==> config.mk <==
export PLATFORM = sky130hd
export DESIGN_NAME = buck_current_pi_loop_core
export DESIGN_NICKNAME = d
export VERILOG_FILES = /design/src/hdl/bcpl_pkg.sv /design/src/hdl/bcpl_cfg_regs.sv /design/src/hdl/bcpl_cal_stage.sv /design/src/hdl/bcpl_pi_stage.sv /design/src/hdl/bcpl_cmp_stage.sv /design/src/hdl/buck_current_pi_loop_core.sv
export SDC_FILE = /design/constraint.sdc
export NUM_CORES = 2
export LEC_CHECK = 0
export BUFFER_PORTS_ARGS = -buffer_cell sky130_fd_sc_hd__buf_4
export CORE_MARGIN = 2
export CORE_UTILIZATION = 30
export DETAILED_ROUTE_END_ITERATION = 7
export GPL_TIMING_DRIVEN = 0
export HOLD_SLACK_MARGIN = 0.05
export PLACE_DENSITY = 0.48
export SETUP_SLACK_MARGIN = 0.2
export SLEW_MARGIN = 20
export SYNTH_ARGS = -nofsm -noshare
export SYNTH_HDL_FRONTEND = slang
export SYNTH_HIERARCHICAL = 1
export SYNTH_SLANG_ARGS = --single-unit
==> constraint.sdc <==
create_clock -name clk_i -period 15.61 [get_ports clk_i]
set_clock_uncertainty 0.1 [all_clocks]
set_input_delay 3.122 -clock clk_i [delete_from_list [all_inputs] [get_ports clk_i]]
set_output_delay 3.122 -clock clk_i [all_outputs]
set_load 0.01 [all_outputs]
==> src/hdl/bcpl_pkg.sv <==
`timescale 1ns / 1ps
// ----------------------------------------------------------------------------
// bcpl_pkg: shared types and constants for the buck current PI loop
// Field widths, register codes, configuration record and loop constants.
// ----------------------------------------------------------------------------
package bcpl_pkg;

  localparam int SAMPLE_W   = 12;
  localparam int REF_W      = 16;
  localparam int DUTY_W     = 12;
  localparam int CMP_W      = 16;
  localparam int SCMP_W     = 15;
  localparam int CFG_DATA_W = 16;
  localparam int CFG_IDX_W  = 3;

  // (sample - offset) is 13 bit signed, gain 17 bit signed: 30 bit product
  localparam int PROD_W  = 30;
  localparam int CAL_W   = 18;
  localparam int ERR_W   = 19;
  // integrator lives in [0, 4095 << 12]; sums with 8*err fit in 26 bits
  localparam int INTEG_W = 26;
  localparam int DRAW_W  = INTEG_W - 12;

  localparam int QSHIFT   = 12;
  localparam int KP_SHIFT = 3;  // proportional gain 8
  localparam int KI_SHIFT = 1;  // integral gain 2

  localparam logic signed [INTEG_W-1:0] INTEG_FLOOR = 327680;

  typedef enum logic [CFG_IDX_W-1:0] {
    REG_CURRENT_OFFSET,
    REG_CAL_GAIN,
    REG_CAL_BIAS,
    REG_MAX_DUTY,
    REG_MIN_DUTY,
    REG_BOOST_DUTY,
    REG_PWM_PERIOD
  } cfg_reg_e;

  typedef struct packed {
    logic        [11:0] current_offset;
    logic        [15:0] cal_gain;
    logic signed [15:0] cal_bias;
    logic        [11:0] max_duty;
    logic        [11:0] min_duty;
    logic        [11:0] boost_duty;
    logic        [15:0] pwm_period;
  } cfg_t;

  localparam cfg_t CFG_RESET = '{
    current_offset: 12'd0,
    cal_gain:       16'd4096,
    cal_bias:       16'sd0,
    max_duty:       12'd3891,
    min_duty:       12'd0,
    boost_duty:     12'd0,
    pwm_period:     16'd46080
  };

endpackage

==> src/hdl/bcpl_cfg_regs.sv <==
`timescale 1ns / 1ps
// ----------------------------------------------------------------------------
// bcpl_cfg_regs: configuration register file
// Seven write-only registers, written by index with no wait state.
// ----------------------------------------------------------------------------
module bcpl_cfg_regs (
  input  logic                                clk_i,
  input  logic                                rst_ni,
  input  logic                                cfg_we_i,
  input  logic [bcpl_pkg::CFG_IDX_W-1:0]      cfg_index_i,
  input  logic [bcpl_pkg::CFG_DATA_W-1:0]     cfg_wdata_i,
  output bcpl_pkg::cfg_t                      cfg_o
);

  bcpl_pkg::cfg_t cfg_q, cfg_d;

  always_comb begin
    cfg_d = cfg_q;
    if (cfg_we_i) begin
      unique case (bcpl_pkg::cfg_reg_e'(cfg_index_i))
        bcpl_pkg::REG_CURRENT_OFFSET: cfg_d.current_offset = cfg_wdata_i[11:0];
        bcpl_pkg::REG_CAL_GAIN:       cfg_d.cal_gain       = cfg_wdata_i;
        bcpl_pkg::REG_CAL_BIAS:       cfg_d.cal_bias       = $signed(cfg_wdata_i);
        bcpl_pkg::REG_MAX_DUTY:       cfg_d.max_duty       = cfg_wdata_i[11:0];
        bcpl_pkg::REG_MIN_DUTY:       cfg_d.min_duty       = cfg_wdata_i[11:0];
        bcpl_pkg::REG_BOOST_DUTY:     cfg_d.boost_duty     = cfg_wdata_i[11:0];
        bcpl_pkg::REG_PWM_PERIOD:     cfg_d.pwm_period     = cfg_wdata_i;
        default: ;  // drop writes to unmapped indexes
      endcase
    end
  end

  always_ff @(posedge clk_i or negedge rst_ni) begin
    if (!rst_ni) begin
      cfg_q <= bcpl_pkg::CFG_RESET;
    end else begin
      cfg_q <= cfg_d;
    end
  end

  assign cfg_o = cfg_q;

endmodule

==> src/hdl/bcpl_cal_stage.sv <==
`timescale 1ns / 1ps
// ----------------------------------------------------------------------------
// bcpl_cal_stage: input register and calibration multiply
// Registers the incoming word, then registers (sample - offset) * gain.
// ----------------------------------------------------------------------------
module bcpl_cal_stage (
  input  logic                                clk_i,
  input  logic                                rst_ni,
  input  bcpl_pkg::cfg_t                      cfg_i,
  input  logic                                in_valid_i,
  output logic                                in_ready_o,
  input  logic [bcpl_pkg::SAMPLE_W-1:0]       current_sample_i,
  input  logic signed [bcpl_pkg::REF_W-1:0]   current_ref_i,
  input  logic                                pwm_enable_i,
  output logic                                valid_o,
  input  logic                                ready_i,
  output logic signed [bcpl_pkg::PROD_W-1:0]  product_o,
  output logic signed [bcpl_pkg::REF_W-1:0]   ref_o,
  output logic                                enable_o
);

  logic                               in_vld_q;
  logic [bcpl_pkg::SAMPLE_W-1:0]      sample_q;
  logic signed [bcpl_pkg::REF_W-1:0]  in_ref_q;
  logic                               in_en_q;

  logic                               prod_vld_q;
  logic signed [bcpl_pkg::PROD_W-1:0] prod_q, prod_d;
  logic signed [bcpl_pkg::REF_W-1:0]  prod_ref_q;
  logic                               prod_en_q;

  logic                               in_ready;
  logic                               prod_ready;
  logic signed [bcpl_pkg::SAMPLE_W:0] diff;
  logic signed [16:0]                 gain_s;

  // a stage takes a word when empty or when its own word moves on
  assign prod_ready = !prod_vld_q || ready_i;
  assign in_ready   = !in_vld_q || prod_ready;
  assign in_ready_o = in_ready;

  assign diff   = $signed({1'b0, sample_q}) - $signed({1'b0, cfg_i.current_offset});
  assign gain_s = $signed({1'b0, cfg_i.cal_gain});
  assign prod_d = bcpl_pkg::PROD_W'(diff * gain_s);

  always_ff @(posedge clk_i or negedge rst_ni) begin
    if (!rst_ni) begin
      in_vld_q   <= 1'b0;
      prod_vld_q <= 1'b0;
    end else begin
      if (in_ready) begin
        in_vld_q <= in_valid_i;
      end
      if (prod_ready) begin
        prod_vld_q <= in_vld_q;
      end
    end
  end

  always_ff @(posedge clk_i) begin
    if (in_valid_i && in_ready) begin
      sample_q <= current_sample_i;
      in_ref_q <= current_ref_i;
      in_en_q  <= pwm_enable_i;
    end
    if (in_vld_q && prod_ready) begin
      prod_q     <= prod_d;
      prod_ref_q <= in_ref_q;
      prod_en_q  <= in_en_q;
    end
  end

  assign valid_o   = prod_vld_q;
  assign product_o = prod_q;
  assign ref_o     = prod_ref_q;
  assign enable_o  = prod_en_q;

endmodule

==> src/hdl/bcpl_pi_stage.sv <==
`timescale 1ns / 1ps
// ----------------------------------------------------------------------------
// bcpl_pi_stage: PI update, integrator clamp and duty clamp
// Holds the integrator and registers the clamped duty for each word.
// ----------------------------------------------------------------------------
module bcpl_pi_stage (
  input  logic                                clk_i,
  input  logic                                rst_ni,
  input  bcpl_pkg::cfg_t                      cfg_i,
  input  logic                                valid_i,
  output logic                                ready_o,
  input  logic signed [bcpl_pkg::PROD_W-1:0]  product_i,
  input  logic signed [bcpl_pkg::REF_W-1:0]   ref_i,
  input  logic                                enable_i,
  output logic                                valid_o,
  input  logic                                ready_i,
  output logic [bcpl_pkg::DUTY_W-1:0]         duty_o
);

  logic                                integ_vld_q;
  logic signed [bcpl_pkg::INTEG_W-1:0] integ_q, integ_d;
  logic [bcpl_pkg::DUTY_W-1:0]         duty_q, duty_d;

  logic                                ready;
  logic                                advance;
  logic signed [bcpl_pkg::CAL_W-1:0]   cal_scaled;
  logic signed [bcpl_pkg::CAL_W-1:0]   cal;
  logic signed [bcpl_pkg::ERR_W-1:0]   err;
  logic signed [bcpl_pkg::INTEG_W-1:0] err_x;
  logic signed [bcpl_pkg::INTEG_W-1:0] pi_sum;
  logic signed [bcpl_pkg::INTEG_W-1:0] integ_raw;
  logic signed [bcpl_pkg::INTEG_W-1:0] integ_floor;
  logic signed [bcpl_pkg::INTEG_W-1:0] integ_top;
  logic signed [bcpl_pkg::DRAW_W-1:0]  duty_raw;
  logic signed [bcpl_pkg::DRAW_W-1:0]  duty_max_s;
  logic signed [bcpl_pkg::DRAW_W-1:0]  duty_min_s;
  logic signed [bcpl_pkg::DRAW_W-1:0]  duty_hi;
  logic signed [bcpl_pkg::DRAW_W-1:0]  duty_lo;

  assign ready   = !integ_vld_q || ready_i;
  assign ready_o = ready;
  assign advance = valid_i && ready;

  // calibrated current and error against the reference
  assign cal_scaled = bcpl_pkg::CAL_W'(product_i >>> bcpl_pkg::QSHIFT);
  assign cal = cal_scaled + $signed({{(bcpl_pkg::CAL_W-16){cfg_i.cal_bias[15]}},
                                     cfg_i.cal_bias});
  assign err = $signed({{(bcpl_pkg::ERR_W-bcpl_pkg::REF_W){ref_i[bcpl_pkg::REF_W-1]}},
                        ref_i})
             - $signed({{(bcpl_pkg::ERR_W-bcpl_pkg::CAL_W){cal[bcpl_pkg::CAL_W-1]}}, cal});
  assign err_x = $signed({{(bcpl_pkg::INTEG_W-bcpl_pkg::ERR_W){err[bcpl_pkg::ERR_W-1]}},
                          err});

  // sum uses the integrator before this word moves it
  assign pi_sum    = integ_q + (err_x <<< bcpl_pkg::KP_SHIFT);
  assign integ_raw = integ_q + (err_x <<< bcpl_pkg::KI_SHIFT);
  assign integ_top = $signed({2'b00, cfg_i.max_duty, 12'h000});

  // floor first, ceiling last: a low max_duty wins over the floor
  assign integ_floor = (integ_raw < bcpl_pkg::INTEG_FLOOR) ? bcpl_pkg::INTEG_FLOOR
                                                           : integ_raw;
  assign integ_d     = (integ_floor > integ_top) ? integ_top : integ_floor;

  assign duty_raw   = bcpl_pkg::DRAW_W'(pi_sum >>> bcpl_pkg::QSHIFT);
  assign duty_max_s = $signed({2'b00, cfg_i.max_duty});
  assign duty_min_s = $signed({2'b00, cfg_i.min_duty});
  assign duty_hi    = (duty_raw > duty_max_s) ? duty_max_s : duty_raw;
  assign duty_lo    = (duty_hi < duty_min_s) ? duty_min_s : duty_hi;
  assign duty_d     = enable_i ? duty_lo[bcpl_pkg::DUTY_W-1:0] : cfg_i.min_duty;

  always_ff @(posedge clk_i or negedge rst_ni) begin
    if (!rst_ni) begin
      integ_vld_q <= 1'b0;
      integ_q     <= '0;
    end else begin
      if (ready) begin
        integ_vld_q <= valid_i;
      end
      if (advance) begin
        integ_q <= integ_d;
      end
    end
  end

  always_ff @(posedge clk_i) begin
    if (advance) begin
      duty_q <= duty_d;
    end
  end

  assign valid_o = integ_vld_q;
  assign duty_o  = duty_q;

`ifndef SYNTHESIS
  a_integ_below_top: assert property (@(posedge clk_i) disable iff (!rst_ni)
    advance |=> (integ_q <= $past(integ_top)))
    else $error("integrator above max_duty ceiling after update");

  a_integ_nonneg: assert property (@(posedge clk_i) disable iff (!rst_ni)
    integ_q >= 0)
    else $error("integrator went negative");

  a_integ_hold: assert property (@(posedge clk_i) disable iff (!rst_ni)
    !advance |=> $stable(integ_q))
    else $error("integrator moved without a word");

  a_disabled_min: assert property (@(posedge clk_i) disable iff (!rst_ni)
    (advance && !enable_i) |=> (duty_q == $past(cfg_i.min_duty)))
    else $error("disabled PWM did not force minimum duty");
`endif

endmodule

==> src/hdl/bcpl_cmp_stage.sv <==
`timescale 1ns / 1ps
// ----------------------------------------------------------------------------
// bcpl_cmp_stage: timer compare values and output register
// Scales duties by the PWM period and holds the result word for the sink.
// ----------------------------------------------------------------------------
module bcpl_cmp_stage (
  input  logic                                clk_i,
  input  logic                                rst_ni,
  input  bcpl_pkg::cfg_t                      cfg_i,
  input  logic                                valid_i,
  output logic                                ready_o,
  input  logic [bcpl_pkg::DUTY_W-1:0]         duty_i,
  output logic                                out_valid_o,
  input  logic                                out_ready_i,
  output logic [bcpl_pkg::DUTY_W-1:0]         buck_duty_o,
  output logic [bcpl_pkg::CMP_W-1:0]          buck_compare_o,
  output logic [bcpl_pkg::SCMP_W-1:0]         sample_compare_o,
  output logic [bcpl_pkg::CMP_W-1:0]          boost_compare_o
);

  localparam int MulW = bcpl_pkg::DUTY_W + bcpl_pkg::CMP_W;

  logic                          out_vld_q;
  logic [bcpl_pkg::DUTY_W-1:0]   duty_q;
  logic [bcpl_pkg::CMP_W-1:0]    bcmp_q, bcmp_d;
  logic [bcpl_pkg::CMP_W-1:0]    bst_q, bst_d;

  logic                          ready;
  logic [MulW-1:0]               buck_prod;
  logic [MulW-1:0]               boost_prod;

  assign ready   = !out_vld_q || out_ready_i;
  assign ready_o = ready;

  assign buck_prod  = MulW'(duty_i) * MulW'(cfg_i.pwm_period);
  assign boost_prod = MulW'(cfg_i.boost_duty) * MulW'(cfg_i.pwm_period);
  assign bcmp_d     = buck_prod[MulW-1:bcpl_pkg::QSHIFT];
  // boost_duty < 1.0 in Q12, so the scaled term never exceeds the period
  assign bst_d      = cfg_i.pwm_period - boost_prod[MulW-1:bcpl_pkg::QSHIFT];

  always_ff @(posedge clk_i or negedge rst_ni) begin
    if (!rst_ni) begin
      out_vld_q <= 1'b0;
    end else if (ready) begin
      out_vld_q <= valid_i;
    end
  end

  always_ff @(posedge clk_i) begin
    if (valid_i && ready) begin
      duty_q <= duty_i;
      bcmp_q <= bcmp_d;
      bst_q  <= bst_d;
    end
  end

  assign out_valid_o      = out_vld_q;
  assign buck_duty_o      = duty_q;
  assign buck_compare_o   = bcmp_q;
  assign sample_compare_o = bcmp_q[bcpl_pkg::CMP_W-1:1];
  assign boost_compare_o  = bst_q;

endmodule

==> src/hdl/buck_current_pi_loop_core.sv <==
`timescale 1ns / 1ps
// ----------------------------------------------------------------------------
// buck_current_pi_loop_core: PI current regulator for a buck stage
// Calibrates each ADC sample, runs the PI loop and emits duty and compares.
// ----------------------------------------------------------------------------
// Takes one ADC sample word per clock while the output is not stalled and
// returns one result word per sample. With no output stall the result word
// passes through the four registers in turn before the sink can take it.
// The four registers are the input register, the calibration multiply, the PI
// stage and the compare/output register. The integrator is updated within the
// PI stage, so back-to-back samples each see the integrator left by the
// one before.
// Each stage holds its word while the next is full, so a result waiting on the
// output does not stop new samples until all four stages are occupied.
// Configuration registers are read by several stages and are meant to be
// written only while no sample is in flight.
module buck_current_pi_loop_core (
  input  logic                                clk_i,
  input  logic                                rst_ni,
  input  logic                                cfg_we_i,
  input  logic [bcpl_pkg::CFG_IDX_W-1:0]      cfg_index_i,
  input  logic [bcpl_pkg::CFG_DATA_W-1:0]     cfg_wdata_i,
  input  logic                                in_valid_i,
  output logic                                in_ready_o,
  input  logic [bcpl_pkg::SAMPLE_W-1:0]       current_sample_i,
  input  logic signed [bcpl_pkg::REF_W-1:0]   current_ref_i,
  input  logic                                pwm_enable_i,
  output logic                                out_valid_o,
  input  logic                                out_ready_i,
  output logic [bcpl_pkg::DUTY_W-1:0]         buck_duty_o,
  output logic [bcpl_pkg::CMP_W-1:0]          buck_compare_o,
  output logic [bcpl_pkg::SCMP_W-1:0]         sample_compare_o,
  output logic [bcpl_pkg::CMP_W-1:0]          boost_compare_o
);

  bcpl_pkg::cfg_t                      cfg;

  logic                                cal_valid;
  logic                                cal_ready;
  logic signed [bcpl_pkg::PROD_W-1:0]  cal_product;
  logic signed [bcpl_pkg::REF_W-1:0]   cal_ref;
  logic                                cal_enable;

  logic                                pi_valid;
  logic                                pi_ready;
  logic [bcpl_pkg::DUTY_W-1:0]         pi_duty;

  bcpl_cfg_regs u_cfg_regs (
    .clk_i       (clk_i),
    .rst_ni      (rst_ni),
    .cfg_we_i    (cfg_we_i),
    .cfg_index_i (cfg_index_i),
    .cfg_wdata_i (cfg_wdata_i),
    .cfg_o       (cfg)
  );

  bcpl_cal_stage u_cal_stage (
    .clk_i            (clk_i),
    .rst_ni           (rst_ni),
    .cfg_i            (cfg),
    .in_valid_i       (in_valid_i),
    .in_ready_o       (in_ready_o),
    .current_sample_i (current_sample_i),
    .current_ref_i    (current_ref_i),
    .pwm_enable_i     (pwm_enable_i),
    .valid_o          (cal_valid),
    .ready_i          (cal_ready),
    .product_o        (cal_product),
    .ref_o            (cal_ref),
    .enable_o         (cal_enable)
  );

  bcpl_pi_stage u_pi_stage (
    .clk_i     (clk_i),
    .rst_ni    (rst_ni),
    .cfg_i     (cfg),
    .valid_i   (cal_valid),
    .ready_o   (cal_ready),
    .product_i (cal_product),
    .ref_i     (cal_ref),
    .enable_i  (cal_enable),
    .valid_o   (pi_valid),
    .ready_i   (pi_ready),
    .duty_o    (pi_duty)
  );

  bcpl_cmp_stage u_cmp_stage (
    .clk_i            (clk_i),
    .rst_ni           (rst_ni),
    .cfg_i            (cfg),
    .valid_i          (pi_valid),
    .ready_o          (pi_ready),
    .duty_i           (pi_duty),
    .out_valid_o      (out_valid_o),
    .out_ready_i      (out_ready_i),
    .buck_duty_o      (buck_duty_o),
    .buck_compare_o   (buck_compare_o),
    .sample_compare_o (sample_compare_o),
    .boost_compare_o  (boost_compare_o)
  );

endmodule

== Word level (Yosys, flattened, before mapping) ==
Index checks and enable logic that the tools add are counted.

* Bits in registers: 258
* Bits in latches: 0
* RAM bits: 0
* Memory bits (read-only): 0
* Input port bits: 53
* Output and inout bits: 61
* Word-level logic and storage cells: 66
* Memories kept: 0

* $add $sub $neg: 6
* $mul: 3
* Divide/modulo/power cells: 0
* Magnitude comparators: 4
* Eq/ne operators: 6
* Shift operators: 0
* Muxes and demuxes: 5
* Bitwise logic cells: 0
* Reduce and logical (&&, ||, !) cells: 20

{| class="wikitable"
|+ Operator list
! operator !! number
|-
| multiplier 12 x 16 -> 28 bit || 2
|-
| 2-to-1 mux 26 bit || 2
|-
| multiplier 13 x 17 -> 30 bit || 1
|-
| adder 26 x 20 -> 26 bit || 1
|-
| adder 26 x 22 -> 26 bit || 1
|-
| > comparator 26 x 25 -> 1 bit || 1
|-
| less-than comparator 26 x 20 -> 1 bit, second input constant || 1
|-
| 2-to-1 mux 12 bit || 2
|-
| subtractor 16 x 18 -> 19 bit || 1
|-
| adder 18 x 16 -> 18 bit || 1
|-
| subtractor 16 bit || 1
|-
| > comparator 14 x 13 -> 1 bit || 1
|-
| less-than comparator 14 x 13 -> 1 bit || 1
|-
| 2-to-1 mux 14 bit || 1
|-
| AND reduction 2 bit || 7
|-
| subtractor 12 x 12 -> 13 bit || 1
|-
| == test 3 bit, second input constant || 3
|-
| == test 3 x 2 -> 1 bit, second input constant || 2
|-
| logical AND 1 bit || 4
|-
| zero test 1 bit || 4
|-
| logical OR 1 bit || 4
|-
| == test 3 x 1 -> 1 bit, second input constant || 1
|-
| zero test 3 bit || 1
|}

== Depth between registers and ports, before layout ==
* Depth in word-level cells: 8
* Gate-level depth with buffers: 48
* Gate-level depth less buffers: 45

== Modules after synthesis ==
Netlist, hierarchy kept.

{| class="wikitable"
|+ Modules (own cells, without submodules)
! module !! times used !! cells each !! area each (sq um) !! sequential area each (sq um)
|-
| bcpl_cmp_stage || 1 || 1456 || 13336.5 || 1346.3
|-
| bcpl_cal_stage || 1 || 1195 || 11426.0 || 2332.2
|-
| bcpl_pi_stage || 1 || 743 || 6373.6 || 1036.0
|-
| bcpl_cfg_regs || 1 || 208 || 3639.7 || 2418.6
|}

== Least setup slack after synthesis ==
OpenSTA, ideal clock, no wires.

* Path type: reg2reg
* From: register u_cfg_regs.cfg_q (netlist bit u_cfg_regs/cfg_o[52])
* To: register u_pi_stage.duty_q (netlist bit u_pi_stage/duty_o[10]), data pin
* Library setup time: 0.260 ns
* Data arrival time: 9.223 ns
* Required time: 15.250 ns
* Setup slack: 6.027 ns
* Stages on the path, launching flop included: 46
* Path buffers: 3
* Clock period less this slack: 9.583 ns
* Path through: dfrtp_1 -> ha_1 -> fa_1 -> a21o_1 -> a21oi_1 -> o21bai_1 -> a21oi_1 -> o21ba_2 -> o21bai_1 -> xnor2_1 -> ha_1 -> clkbuf_1 -> nand3_1 -> nand2_1 -> a41o_1 -> o41a_1 -> xor2_1 -> ha_1 -> [... 10 more ...] -> o21ai_0 -> a21o_1 -> nand3_1 -> o21ai_2 -> a221oi_4 -> buf_6 -> mux2_4 -> ha_1 -> a21o_1 -> a21o_1 -> a21o_1 -> a21o_1 -> a221o_1 -> a211o_1 -> a2111oi_0 -> nand3b_1 -> buf_6 -> mux2_4

* Word-level cells in the longest chain between the ends: 8

{| class="wikitable"
|+ RTL lines
! item !! line !! RTL
|-
| start, declared || bcpl_cfg_regs.sv:15 || <nowiki>bcpl_pkg::cfg_t cfg_q, cfg_d;</nowiki>
|-
| start signal, assigned || bcpl_cfg_regs.sv:35 || <nowiki>cfg_q <= bcpl_pkg::CFG_RESET;</nowiki>
|-
| start signal, assigned || bcpl_cfg_regs.sv:37 || <nowiki>cfg_q <= cfg_d;</nowiki>
|-
| adder 18 x 16 -> 18 bit * || bcpl_pi_stage.sv:46 || <nowiki>assign cal = cal_scaled + $signed({{(bcpl_pkg::CAL_W-16){cfg_i.cal_bias[15]}},</nowiki>
|-
| subtractor 16 x 18 -> 19 bit * || bcpl_pi_stage.sv:50 || <nowiki>- $signed({{(bcpl_pkg::ERR_W-bcpl_pkg::CAL_W){cal[bcpl_pkg::CAL_W-1]}}, cal});</nowiki>
|-
| adder 26 x 22 -> 26 bit * || bcpl_pi_stage.sv:55 || <nowiki>assign pi_sum = integ_q + (err_x <<< bcpl_pkg::KP_SHIFT);</nowiki>
|-
| > comparator 14 x 13 -> 1 bit || bcpl_pi_stage.sv:67 || <nowiki>assign duty_hi = (duty_raw > duty_max_s) ? duty_max_s : duty_raw;</nowiki>
|-
| 2-to-1 mux 14 bit * || bcpl_pi_stage.sv:67 ||
|-
| less-than comparator 14 x 13 -> 1 bit || bcpl_pi_stage.sv:68 || <nowiki>assign duty_lo = (duty_hi < duty_min_s) ? duty_min_s : duty_hi;</nowiki>
|-
| 2-to-1 mux 12 bit * || bcpl_pi_stage.sv:68 ||
|-
| 2-to-1 mux 12 bit * || bcpl_pi_stage.sv:69 || <nowiki>assign duty_d = enable_i ? duty_lo[bcpl_pkg::DUTY_W-1:0] : cfg_i.min_duty;</nowiki>
|-
| net u_pi_stage.duty_d (one bit) || bcpl_pi_stage.sv:22 || <nowiki>logic [bcpl_pkg::DUTY_W-1:0] duty_q, duty_d;</nowiki>
|-
| end signal, assigned || bcpl_pi_stage.sv:87 || <nowiki>duty_q <= duty_d;</nowiki>
|-
| end, declared || bcpl_pi_stage.sv:22 ||
|}

Mark *: on every way through the listed nets, which the timed path passes. The rest lies on a longest branch.
A chain may end at the register's enable or synchronous reset.

== Final worst setup path ==
* From: register u_cfg_regs.cfg_q (netlist bit u_cfg_regs/cfg_o[52])
* To: register u_pi_stage.duty_q (netlist bit u_pi_stage/duty_o[7]), data pin

The elaborated chain is that of the path after synthesis.

==> out/metrics.yaml <==
status: "finished clean"
avgViaCountPerCell: 4.79
initial_util: 0.302
max_cap_viol_count: 0
yosys_synthesis_warning_count: 6
worstSetupStartpointType: "flip-flop"
min-delay-path-class: "flip-flop to flip-flop"
die-area_um2: 117000
timing.critical_path.mode_cell: "sky130_fd_sc_hd__a21o_1"
grt_first_pass_wirelength_um: 153000
cts_made_buffers: 30
timing.final.crit_share: 0.692
drt-pass1-iter-count: 5
max_freq_ghz: 0.0926
htree_levels: 1
total_area_of_sequential_cells_um2: 6770
detailedRoute.firstIterationViolations: 1267
layout.cells.most_common_list: "570 x sky130_fd_sc_hd__inv_1, 481 x sky130_fd_sc_hd__nand2_1, 437 x sky130_fd_sc_hd__fa_1, 367 x sky130_fd_sc_hd__ha_1, 142 x sky130_fd_sc_hd__and2_1"
layout-area-overhead-vs-synth_pct: 11.2
number_of_nets_produced_by_synthesis: 4437
drive_gt1_frac: 0.104
ctsLongestPathBuffers: 3
use_met1: 0.233
post_cts.repair.setup_buffers: 0
hold_viol: 0
clock-sinks: 246
worst_skew_pair.late_latency_ps: 640
die_x_um: 342
fp.dieH_um: 342
dp_hpwl_um: 79700
grt_overflow_total: 0
cp_endpoint_kind: "flip-flop"
fill_cells: 11900
grt.busiest_layer: "met2"
num_io_pins: 114
arrival_ps: 11060
gr_util_met2: 0.288
resized_cells_post_cts: 0
finalSetupViolCount: 0
cts.hold.buffers_added: 0
final_nets: 4585
path_max_fanout: 10
initial_antenna_violation_count: 6
post_drt_wl_per_cell_um: 18.5
grt_util_all_layers: 0.169
min_period_ps: 10800
slew_violations: 0
worst_slew_margin_rel: 0.283
max_slew.worst_pin.slew_ps: 1060
setup_total_negative_slack_ps: 0
rd_place_congestion: 0.849
port-buffer-count: 113
maximum_number_of_pins_on_one_net_before_global_route_repair: 84
tritoncts: "done"
worst_setup_hold_path_clk_slew_ps: 70
syn_area_per_cell_um2: 9.59
multiInputGateArea_um2: 24700
category_of_the_most_critical_setup_path: "flip-flop to flip-flop"
slowest_stage: "sky130_fd_sc_hd__a2111oi_4"
syn_inst: 3580
cell_chosen_for_the_clock_root: "sky130_fd_sc_hd__clkbuf_16"
first_global_vias: 26100
vias: 25300
detail-route-antenna-nets: 0
met3_usage: 0.0183
placementRows: 124
layout.cells.most_common: "sky130_fd_sc_hd__inv_1"
post_synthesis_cell_area_um2: 34300
grt_setup_unrepaired: "no"
wire_length_reported_by_the_detailed_router_um: 97400
required_time_at_the_endpoint_of_the_critical_path_ps: 15870
fin_util: 0.335
coreArea_um2: 114000
critical_path.max_stage_delay_ps: 480
holdWs_ps: 314
drc: 0
[through the flow]
stage          instance area (um2)  cells  worst slack (ps)
2_1_floorplan                34300   3580              6030
3_3_place_gp                 37100   5205              4870
3_5_place_dp                 37200   5208              4900
4_1_cts                      38200   5264              4810
5_1_grt                      38200   5264              3920
6_report                     38200   5268              4810
[registers in the layout (all words and copies together) (netlist names)]
register,cells
u_cal_stage/enable_o,1
u_cal_stage/in_en_q,1
u_cal_stage/in_ref_q,16
u_cal_stage/in_vld_q,1
u_cal_stage/product_o,18
u_cal_stage/ref_o,16
u_cal_stage/sample_q,12
u_cal_stage/valid_o,1
u_cfg_regs/cfg_o,96
u_cmp_stage/boost_compare_o,16
u_cmp_stage/buck_compare_o,16
u_cmp_stage/buck_duty_o,12
u_cmp_stage/out_valid_o,1
u_pi_stage/duty_o,12
u_pi_stage/integ_q,26
u_pi_stage/valid_o,1
[worst paths after layout]
path,start,to,slack (ps),depth (start not counted)
setup reg to reg,u_cfg_regs/cfg_o[52]$_DFFE_PN0P_,u_pi_stage/duty_o[7]$_DFFE_PP_,4810,45
setup / recovery,u_cfg_regs/cfg_o[52]$_DFFE_PN0P_,u_pi_stage/duty_o[7]$_DFFE_PP_,4810,45
hold / removal,u_cal_stage/in_ref_q[12]$_DFFE_PP_,u_cal_stage/ref_o[12]$_DFFE_PP_,310,0
max in group asynchronous,rst_ni,u_cfg_regs/cfg_o[10]$_DFFE_PN1P_,12300,2
min in group asynchronous,rst_ni,u_cfg_regs/cfg_o[87]$_DFFE_PN0P_,2260,1
hold reg to reg,u_cal_stage/in_ref_q[12]$_DFFE_PP_,u_cal_stage/ref_o[12]$_DFFE_PP_,310,0
[cell type report]
cell class              instances  area share
clock buffers                  40      0.0233
flip-flops and latches        246       0.177
plain buffers                 174      0.0204
repair buffers                116      0.0242
multi-input cells            2589       0.646
inverters                     571      0.0561
diodes                          4    0.000262
well taps                    1512      0.0495
clock inverters                16     0.00324
[worst max-delay path, delay by kind of cell, from the launching register on]
kind,cells,cell delay [ps]
compound gates,25,5590
xor+xnor,3,580
fa+ha+maj,6,1870
buf+inv,3,560
flops,1,380
mux,2,630
simple gates,6,810
[metal layers]
layer / up-vias / routed length [um]
li1: 12000 / -
met1: 12700 / 44500
met2: 497 / 47000
met3: 94 / 4220
met4: 0 / 1740
met5: - / 0
Power is not shown: default switching activity piles up to over one toggle a cycle in this logic, so the estimate is an artifact.
